`src/rtl/core/periodic_sample_logger_dump_unit_defines.svh`:
```
// Assertion macros for the periodic sample logger dump unit.
// Used by the top level; the clock clk_i and reset rst_ni must be in scope.
`ifndef PERIODIC_SAMPLE_LOGGER_DUMP_UNIT_DEFINES_SVH
`define PERIODIC_SAMPLE_LOGGER_DUMP_UNIT_DEFINES_SVH

// Same-cycle implication, checked outside reset.
`define PSLD_ASSERT_SAME(lbl, ante, cons) \
  lbl: assert property (@(posedge clk_i) disable iff (!rst_ni) (ante) |-> (cons)) \
    else $error("psld assertion failed");

// Next-cycle implication, checked outside reset.
`define PSLD_ASSERT_NEXT(lbl, ante, cons) \
  lbl: assert property (@(posedge clk_i) disable iff (!rst_ni) (ante) |=> (cons)) \
    else $error("psld assertion failed");

`endif

```
`src/rtl/core/psld_pkg.sv`:
```
// Shared types, constants and character functions for the sample logger dump unit.
// Has no dependencies; used by psld_log_ram and periodic_sample_logger_dump_unit.
package psld_pkg;

  localparam int unsigned LOG_DEPTH      = 256;
  localparam int unsigned LOG_AW         = $clog2(LOG_DEPTH);
  localparam int unsigned TICK_W         = 18;
  localparam int unsigned TICKS_PER_UNIT = 1000;

  typedef logic [7:0]        byte_t;
  typedef logic [LOG_AW-1:0] addr_t;
  typedef logic [TICK_W-1:0] tick_t;
  typedef logic [2:0]        cpos_t;

  localparam tick_t TICK_MAX = '1;

  typedef enum logic [1:0] {
    OP_TICK = 2'd0,
    OP_DUMP = 2'd1,
    OP_SLOT = 2'd2
  } op_e;

  typedef enum logic {
    ST_IDLE = 1'b0,
    ST_READ = 1'b1
  } state_e;

  localparam cpos_t CP_TENS      = 3'd3;
  localparam cpos_t CP_ONES      = 3'd4;
  localparam cpos_t CP_BODY_LAST = 3'd6;
  localparam cpos_t CP_TAIL_LAST = 3'd4;

  localparam byte_t CH_D    = 8'h44;
  localparam byte_t CH_A    = 8'h41;
  localparam byte_t CH_T    = 8'h54;
  localparam byte_t CH_F    = 8'h46;
  localparam byte_t CH_I    = 8'h49;
  localparam byte_t CH_N    = 8'h4E;
  localparam byte_t CH_CR   = 8'h0D;
  localparam byte_t CH_LF   = 8'h0A;
  localparam byte_t CH_ZERO = 8'h30;

  typedef struct packed {
    logic [1:0] operation;
    byte_t      temperature;
  } in_t;

  typedef struct packed {
    byte_t tx_byte;
    logic  dump_done;
  } out_t;

  function automatic byte_t body_char(cpos_t cp);
    byte_t ch;
    case (cp)
      3'd0:    ch = CH_D;
      3'd1:    ch = CH_A;
      3'd2:    ch = CH_T;
      3'd5:    ch = CH_CR;
      default: ch = CH_LF;
    endcase
    return ch;
  endfunction

  function automatic byte_t tail_char(cpos_t cp);
    byte_t ch;
    case (cp)
      3'd0:    ch = CH_F;
      3'd1:    ch = CH_I;
      3'd2:    ch = CH_N;
      3'd3:    ch = CH_CR;
      default: ch = CH_LF;
    endcase
    return ch;
  endfunction

  // Division by ten through the reciprocal 205/2048, exact for all byte values.
  function automatic byte_t digit_char(byte_t v, logic ones);
    logic [15:0] prod;
    byte_t       quot;
    byte_t       rem;
    prod = 16'(v) * 16'd205;
    quot = byte_t'(prod[15:11]);
    rem  = v - byte_t'(quot * 8'd10);
    return ones ? byte_t'(CH_ZERO + rem) : byte_t'(CH_ZERO + quot);
  endfunction

endpackage

```
`src/rtl/core/psld_log_ram.sv`:
```
// Log store: one write port and one read port with registered read data.
// Depends on psld_pkg for the address and data types.
module psld_log_ram (
  input  logic            clk_i,
  input  logic            we_i,
  input  psld_pkg::addr_t waddr_i,
  input  psld_pkg::byte_t wdata_i,
  input  psld_pkg::addr_t raddr_i,
  output psld_pkg::byte_t rdata_o
);

  psld_pkg::byte_t mem [psld_pkg::LOG_DEPTH];
  psld_pkg::byte_t rdata_q;

  always_ff @(posedge clk_i) begin
    if (we_i) begin
      mem[waddr_i] <= wdata_i;
    end
  end

  always_ff @(posedge clk_i) begin
    rdata_q <= mem[raddr_i];
  end

  assign rdata_o = rdata_q;

endmodule

```
`src/rtl/core/periodic_sample_logger_dump_unit.sv`:
```
// Periodic sample logger with an ASCII dump: control, tick counter and output register.
// Depends on psld_pkg, psld_log_ram and periodic_sample_logger_dump_unit_defines.svh.
//
// Usage: each input beat carries an operation (tick, dump request or free transmit
// slot) and a temperature byte. Ticks store a sample once the tick count exceeds 1000
// times the period register, which the user must write through the cfg channel only
// while the block is idle; the block does not enforce this. A dump request starts a
// dump; each transmit slot during a dump yields one output beat with one character,
// and dump_done marks the final LF. A fixed-text character is registered in the output
// register and valid in the cycle after its slot beat is accepted; a digit passes the
// read state, where the log memory read data is registered, then the output register.
// Throughput is one beat per cycle unless the receiver stalls or a digit slot holds
// off the input in the read state. Beats that give no result are accepted one per
// cycle as long as no result waits. The output register lets a new beat be accepted
// in the cycle the pending result is taken; while the receiver stalls, the input is
// held off. Reset clears all control state and sets the period to 2; the log memory
// is not cleared and needs no clearing pass, since only written entries are read.
`include "periodic_sample_logger_dump_unit_defines.svh"

module periodic_sample_logger_dump_unit (
  input  logic            clk_i,
  input  logic            rst_ni,
  input  logic            in_valid_i,
  output logic            in_ready_o,
  input  psld_pkg::in_t   in_data_i,
  output logic            out_valid_o,
  input  logic            out_ready_i,
  output psld_pkg::out_t  out_data_o,
  input  logic            cfg_valid_i,
  output logic            cfg_ready_o,
  input  psld_pkg::byte_t cfg_data_i
);

  psld_pkg::state_e state_q, state_d;
  psld_pkg::byte_t  period_q;
  psld_pkg::tick_t  tick_q, tick_d, tick_inc, limit;
  psld_pkg::addr_t  entry_q, entry_d;
  psld_pkg::addr_t  rp_q, rp_d;
  psld_pkg::cpos_t  cp_q, cp_d;
  logic             dumping_q, dumping_d;
  logic             pending_q, pending_d;
  logic             trailer_q, trailer_d;
  logic             sel_ones_q, sel_ones_d;
  logic             out_valid_q, out_valid_d;
  psld_pkg::out_t   out_data_q, out_data_d, out_next;
  logic             load;
  logic             ram_we;
  psld_pkg::byte_t  ram_rdata;
  logic             in_acc;
  logic             trail_now;

  assign in_ready_o  = (state_q == psld_pkg::ST_IDLE) && (!out_valid_q || out_ready_i);
  assign in_acc      = in_valid_i && in_ready_o;
  assign cfg_ready_o = 1'b1;
  assign out_valid_o = out_valid_q;
  assign out_data_o  = out_data_q;

  assign limit     = psld_pkg::tick_t'(psld_pkg::TICKS_PER_UNIT) * psld_pkg::tick_t'(period_q);
  assign tick_inc  = (tick_q == psld_pkg::TICK_MAX) ? tick_q : tick_q + 1'b1;
  assign trail_now = trailer_q || ((cp_q == '0) && (rp_q >= entry_q));

  psld_log_ram u_log_ram (
    .clk_i   (clk_i),
    .we_i    (ram_we),
    .waddr_i (entry_q),
    .wdata_i (in_data_i.temperature),
    .raddr_i (rp_q),
    .rdata_o (ram_rdata)
  );

  always_comb begin
    state_d    = state_q;
    tick_d     = tick_q;
    entry_d    = entry_q;
    rp_d       = rp_q;
    cp_d       = cp_q;
    dumping_d  = dumping_q;
    pending_d  = pending_q;
    trailer_d  = trailer_q;
    sel_ones_d = sel_ones_q;
    ram_we     = 1'b0;
    load       = 1'b0;
    out_next   = out_data_q;
    if (state_q == psld_pkg::ST_READ) begin
      load               = 1'b1;
      out_next.tx_byte   = psld_pkg::digit_char(ram_rdata, sel_ones_q);
      out_next.dump_done = 1'b0;
      state_d            = psld_pkg::ST_IDLE;
    end else if (in_acc) begin
      case (in_data_i.operation)
        psld_pkg::OP_TICK: begin
          if (!dumping_q) begin
            if (tick_inc > limit) begin
              ram_we  = 1'b1;
              entry_d = entry_q + 1'b1;
              tick_d  = '0;
            end else begin
              tick_d = tick_inc;
            end
          end
        end
        psld_pkg::OP_DUMP: begin
          if (dumping_q) begin
            pending_d = 1'b1;
          end else begin
            dumping_d = 1'b1;
            rp_d      = '0;
            cp_d      = '0;
            trailer_d = 1'b0;
          end
        end
        psld_pkg::OP_SLOT: begin
          if (dumping_q) begin
            if (trail_now) begin
              load               = 1'b1;
              out_next.tx_byte   = psld_pkg::tail_char(cp_q);
              out_next.dump_done = 1'b0;
              if (cp_q == psld_pkg::CP_TAIL_LAST) begin
                out_next.dump_done = 1'b1;
                dumping_d          = pending_q;
                pending_d          = 1'b0;
                trailer_d          = 1'b0;
                cp_d               = '0;
                rp_d               = '0;
                tick_d             = '0;
              end else begin
                trailer_d = 1'b1;
                cp_d      = cp_q + 1'b1;
              end
            end else if ((cp_q == psld_pkg::CP_TENS) || (cp_q == psld_pkg::CP_ONES)) begin
              state_d    = psld_pkg::ST_READ;
              sel_ones_d = (cp_q == psld_pkg::CP_ONES);
              cp_d       = cp_q + 1'b1;
            end else begin
              load               = 1'b1;
              out_next.tx_byte   = psld_pkg::body_char(cp_q);
              out_next.dump_done = 1'b0;
              if (cp_q == psld_pkg::CP_BODY_LAST) begin
                cp_d = '0;
                rp_d = rp_q + 1'b1;
              end else begin
                cp_d = cp_q + 1'b1;
              end
            end
          end
        end
        default: begin
        end
      endcase
    end
    out_valid_d = load || (out_valid_q && !out_ready_i);
    out_data_d  = load ? out_next : out_data_q;
  end

  always_ff @(posedge clk_i or negedge rst_ni) begin
    if (!rst_ni) begin
      state_q     <= psld_pkg::ST_IDLE;
      period_q    <= 8'd2;
      tick_q      <= '0;
      entry_q     <= '0;
      rp_q        <= '0;
      cp_q        <= '0;
      dumping_q   <= 1'b0;
      pending_q   <= 1'b0;
      trailer_q   <= 1'b0;
      sel_ones_q  <= 1'b0;
      out_valid_q <= 1'b0;
    end else begin
      state_q     <= state_d;
      tick_q      <= tick_d;
      entry_q     <= entry_d;
      rp_q        <= rp_d;
      cp_q        <= cp_d;
      dumping_q   <= dumping_d;
      pending_q   <= pending_d;
      trailer_q   <= trailer_d;
      sel_ones_q  <= sel_ones_d;
      out_valid_q <= out_valid_d;
      if (cfg_valid_i && cfg_ready_o) begin
        period_q <= cfg_data_i;
      end
    end
  end

  always_ff @(posedge clk_i) begin
    out_data_q <= out_data_d;
  end

  `PSLD_ASSERT_NEXT(a_read_one_cycle, state_q == psld_pkg::ST_READ, state_q == psld_pkg::ST_IDLE)
  `PSLD_ASSERT_SAME(a_read_out_free, state_q == psld_pkg::ST_READ, !out_valid_q)
  `PSLD_ASSERT_SAME(a_no_write_in_dump, ram_we, !dumping_q && state_q == psld_pkg::ST_IDLE)
  `PSLD_ASSERT_SAME(a_done_on_lf, out_valid_q && out_data_q.dump_done,
                    out_data_q.tx_byte == psld_pkg::CH_LF)

endmodule

```
`config.mk`:
```
export PLATFORM = sky130hd
export DESIGN_NAME = periodic_sample_logger_dump_unit
export DESIGN_NICKNAME = d
export VERILOG_FILES = /design/src/rtl/core/psld_pkg.sv /design/src/rtl/core/psld_log_ram.sv /design/src/rtl/core/periodic_sample_logger_dump_unit.sv
export VERILOG_INCLUDE_DIRS = /design/src /design/src/rtl/core
export SDC_FILE = /design/constraint.sdc
export NUM_CORES = 2
export LEC_CHECK = 0
export BUFFER_PORTS_ARGS = -buffer_cell sky130_fd_sc_hd__buf_2
export CAP_MARGIN = 0
export CORE_MARGIN = 2
export CORE_UTILIZATION = 30
export DETAILED_ROUTE_END_ITERATION = 7
export RECOVER_POWER = 100
export SLEW_MARGIN = 20
export SYNTH_ARGS = -nofsm -noshare
export SYNTH_HDL_FRONTEND = slang
export SYNTH_SLANG_ARGS = --single-unit
```
`constraint.sdc`:
```
create_clock -name clk_i -period 10.7 [get_ports clk_i]
set_input_delay 1.07 -clock clk_i [delete_from_list [all_inputs] [get_ports clk_i]]
set_output_delay 1.07 -clock clk_i [all_outputs]
set_load 0.01 [all_outputs]
```
==> results.py <==
metrics = {
    "status": {
        "status": "finished with violations",
        "violations": "capacitance limit, slew limit",
    },
    "clock_tree": {
        "clockRootBuffer": "clkbuf_16",
        "post_cts_buffers": 0,
        "cts_max_level": 4,
        "clkTransAtPathRegs_ns": 0.07,
        "clock-sinks": 2116,
        "cts_buffers": 205,
        "cts_tree": "done",
        "postCtsHoldBufs": 0,
        "insertion_delay_ns": 0.87,
        "cts_buffer_depth": 3,
        "cts_resized": 0,
    },
    "run": {
        "cap_violations": 38,
    },
    "route": {
        "detail_route.wl_per_cell_um": 29.4,
        "via_count": 47200,
        "via_per_inst": 5.45,
        "drt_iter0_markers": 6966,
        "ant_nets": 0,
        "wl_um": 255000,
        "drtPass1Iterations": 8,
        "drcViolationCount": 0,
    },
    "timing": {
        "setup_viol": 0,
        "rsz0062_at_grt": "false",
        "clock_skew_ns": 0.0616,
        "tightest_slew_ns": 6.24,
        "fin_tns_setup_ns": 0,
        "period_share_pct": 87.6,
        "fin_crit_ns": 9.38,
        "hold_slack_ns": 0.456,
        "hold_viol": 0,
        "slew_violations": 2244,
        "maxClockFrequency_mhz": 107,
        "max_slew_margin_pct": -316,
    },
    "grt": {
        "grt_antenna_before_repair": 14,
        "grt_max_degree": 167,
        "grt_pass1_wl_um": 360000,
        "overflow": 0,
        "grt_pass1_vias": 46200,
        "grt_usage_pct": 17.0,
    },
    "critical_path": {
        "r2r_setup_slack_ns": 1.32,
        "startpoint_type": "flop",
        "required_ns": 11.17,
        "critPathMaxStageDelay_ns": 1.53,
        "cp_cell_sequence": "fa_1 -> xor2_1 -> ha_1 -> fa_1 -> inv_1 -> fa_1 -> inv_1 -> ha_1 -> nor2b_1 -> o41ai_1 -> o21ai_0 -> o41ai_1 -> xnor2_1 -> ha_1 -> nand4_1 -> or2_2 -> o32a_1 -> a21oi_4 -> nand4_2 -> nor2_1",
        "regToRegEndpoint": "u_log_ram.mem[194][2]",
        "crit_arrival_ns": 9.85,
        "timing.rr.start": "period_q[1]",
        "critPathCaptureType": "flop",
        "reg2regPathDepth": 20,
        "startpoint": "period_q[1]",
        "crit_type": "flop to flop",
        "slowest_stage": "nand4_2",
        "crit_fanout": 17,
        "endpoint": "u_log_ram.mem[194][2]",
    },
    "min_path": {
        "hold_class": "input pin to flop",
    },
    "yosys": {
        "netlist_area_um2": 87100,
        "ys_ff_latch": 2116,
        "yosys_warnings": 0,
        "seq_area_frac_synth_pct": 72.6,
        "synth_nets": 4795,
        "netlist_instances": 4604,
        "synth.distinct_cells": 97,
        "syn_avg_cell_area_um2": 18.9,
        "synth_edf_count": 2057,
        "async_flop_share_pct": 2.41,
        "synth-main-ff-cell": "edfxtp_1",
    },
    "power_and_ir_drop": {
        "pwr_density_cell_nw_per_um2": 259,
        "vdd_drop_max_v": 0.00122,
        "power_leakage_nw": 30.3,
    },
    "finish": {
        "multi_input_area_um2": 21900,
        "fillCellCount": 27000,
        "layout-drive-gt1-share_pct": 17.2,
        "regArea_um2": 63200,
        "nets": 4885,
        "synthToLayoutAreaGrowth_pct": 12.3,
    },
    "die": {
        "fp-row-count": 197,
        "die_width_um": 543,
        "io_pins": 35,
        "core_um2": 288000,
        "start_util_pct": 30.2,
        "dieHeight_um": 543,
        "die_area_um2": 295000,
    },
    "placed_design": {
        "dp_hpwl_um": 156000,
        "io_buffers": 33,
        "place.gp.congestion": 0.907,
    },
}
cells in the final DEF, fill, tap and decap left out, types with 13 or more instances in the layout:
master	n
a211oi_1	39
a21o_1	18
a21oi_1	107
a221oi_1	35
a22o_1	19
a22oi_1	64
a31oi_1	14
and2_1	15
and3_1	16
buf_2	14
buf_4	61
bufinv_16	19
clkbuf_1	98
clkbuf_16	206
clkinv_1	51
clkinv_2	37
dfrtp_1	44
edfxtp_1	2057
fa_1	34
ha_1	134
inv_1	108
mux2i_1	224
mux4_1	13
mux4_2	411
nand2_1	142
nand2b_1	14
nand3_1	58
nand4_1	25
nor2_1	337
nor3_1	32
o21ai_0	64
o221ai_1	15
o22ai_1	44
o31ai_1	16
xnor2_1	31
xor2_1	19
where the power goes:
| part | leakage [nW] | switching [W] | internal, W |
|---|---|---|---|
| Clock | 3.23 | 0.00317 | 0.00402 |
| Sequential | 19.2 | 0.0000891 | 0.00915 |
| Combinational | 7.85 | 0.00495 | 0.00394 |
synth_stat cells (31+ instances only):
cell type,n,area [um2]
inv_1,108,405
nand3_1,59,295
a221oi_1,35,307
xnor2_1,31,272
mux4_2,411,9260
buf_2,79,395
edfxtp_1,2057,61800
ha_1,134,1680
clkbuf_1,82,308
nor3_1,32,160
nor2_1,340,1280
mux2i_1,224,2240
nand2_1,142,533
a22oi_1,64,480
a21oi_1,107,536
fa_1,34,681
o22ai_1,44,275
a211oi_1,39,293
dfrtp_1,50,1250
o21ai_0,64,320
stage by stage:
step                std cells  worst slack (ns)  instance area, um2  utilization, %  power [W]
floorplan                4604              4.20               87100               -     0.0160
global placement         8268              2.28               91300            31.7     0.0181
detailed placement       8268              2.14               91300            31.7     0.0182
CTS                      8649              2.11               98000            34.0     0.0254
global route             8653             0.950               97700            33.9     0.0267
finish                   8659              1.32               97800            33.9     0.0253
logic make-up after synthesis:
kind of cell / synth area share (%)
AOI/OAI and AO/OA: 4.20
and+or+nand+nor: 3.88
adders and majority gates: 2.71
buffers and inverters: 2.33
DFF: 72.6
other: 0.00431
xor gates and xnor gates: 0.529
muxes: 13.8
sequential cells by signal, indices dropped and copies added, names as in the netlist:
register,cells
cp_q,3
dumping_q,1
entry_q,8
out_data_o,9
out_valid_o,1
pending_q,1
period_q,8
rp_q,8
sel_ones_q,1
state_q,1
tick_q,18
trailer_q,1
u_log_ram.mem,2048
u_log_ram.rdata_o,8
routing by layer:
metal	GRT usage, %	vias to the layer above	part of all wire (%)
li1	-	18900	-
met1	23.6	24800	40
met2	25.3	2994	45
met3	4.55	466	11
met4	6.22	6	3.8
met5	0	-	0.013
worst max-delay path, delay by kind of cell (launching register included):
| kind | cells | cell delay (ns) |
|---|---|---|
| adders and majority gates | 6 | 2.44 |
| AOI/OAI and AO/OA | 5 | 2.11 |
| DFF | 1 | 0.61 |
| xor gates and xnor gates | 2 | 0.33 |
| buffers and inverters | 2 | 0.10 |
| and+or+nand+nor | 5 | 3.37 |
area by class of cell:
type | count | share of cell area [%]
sequential | 2116 | 64.7
multi-input combinational | 2125 | 22.4
clock buffer | 255 | 5.46
tap | 3781 | 4.84
clock inverter | 126 | 1.34
timing repair buffer | 133 | 0.836
inverter | 113 | 0.438
antenna | 10 | 0.0256
worst min-delay path by stage:
stage	start	to	slack [ns]	depth (start not counted)
detailed placement	tick_q[1]	tick_q[1]	0.51	1
finish	cfg_data_i[1]	period_q[1]	0.46	3
floorplan	tick_q[1]	tick_q[1]	0.48	1
CTS	rst_ni	tick_q[3]	0.35	2
global route	cfg_data_i[1]	period_q[1]	0.42	3
global placement	tick_q[1]	tick_q[1]	0.50	1
Power figures use the tool's default switching activity.
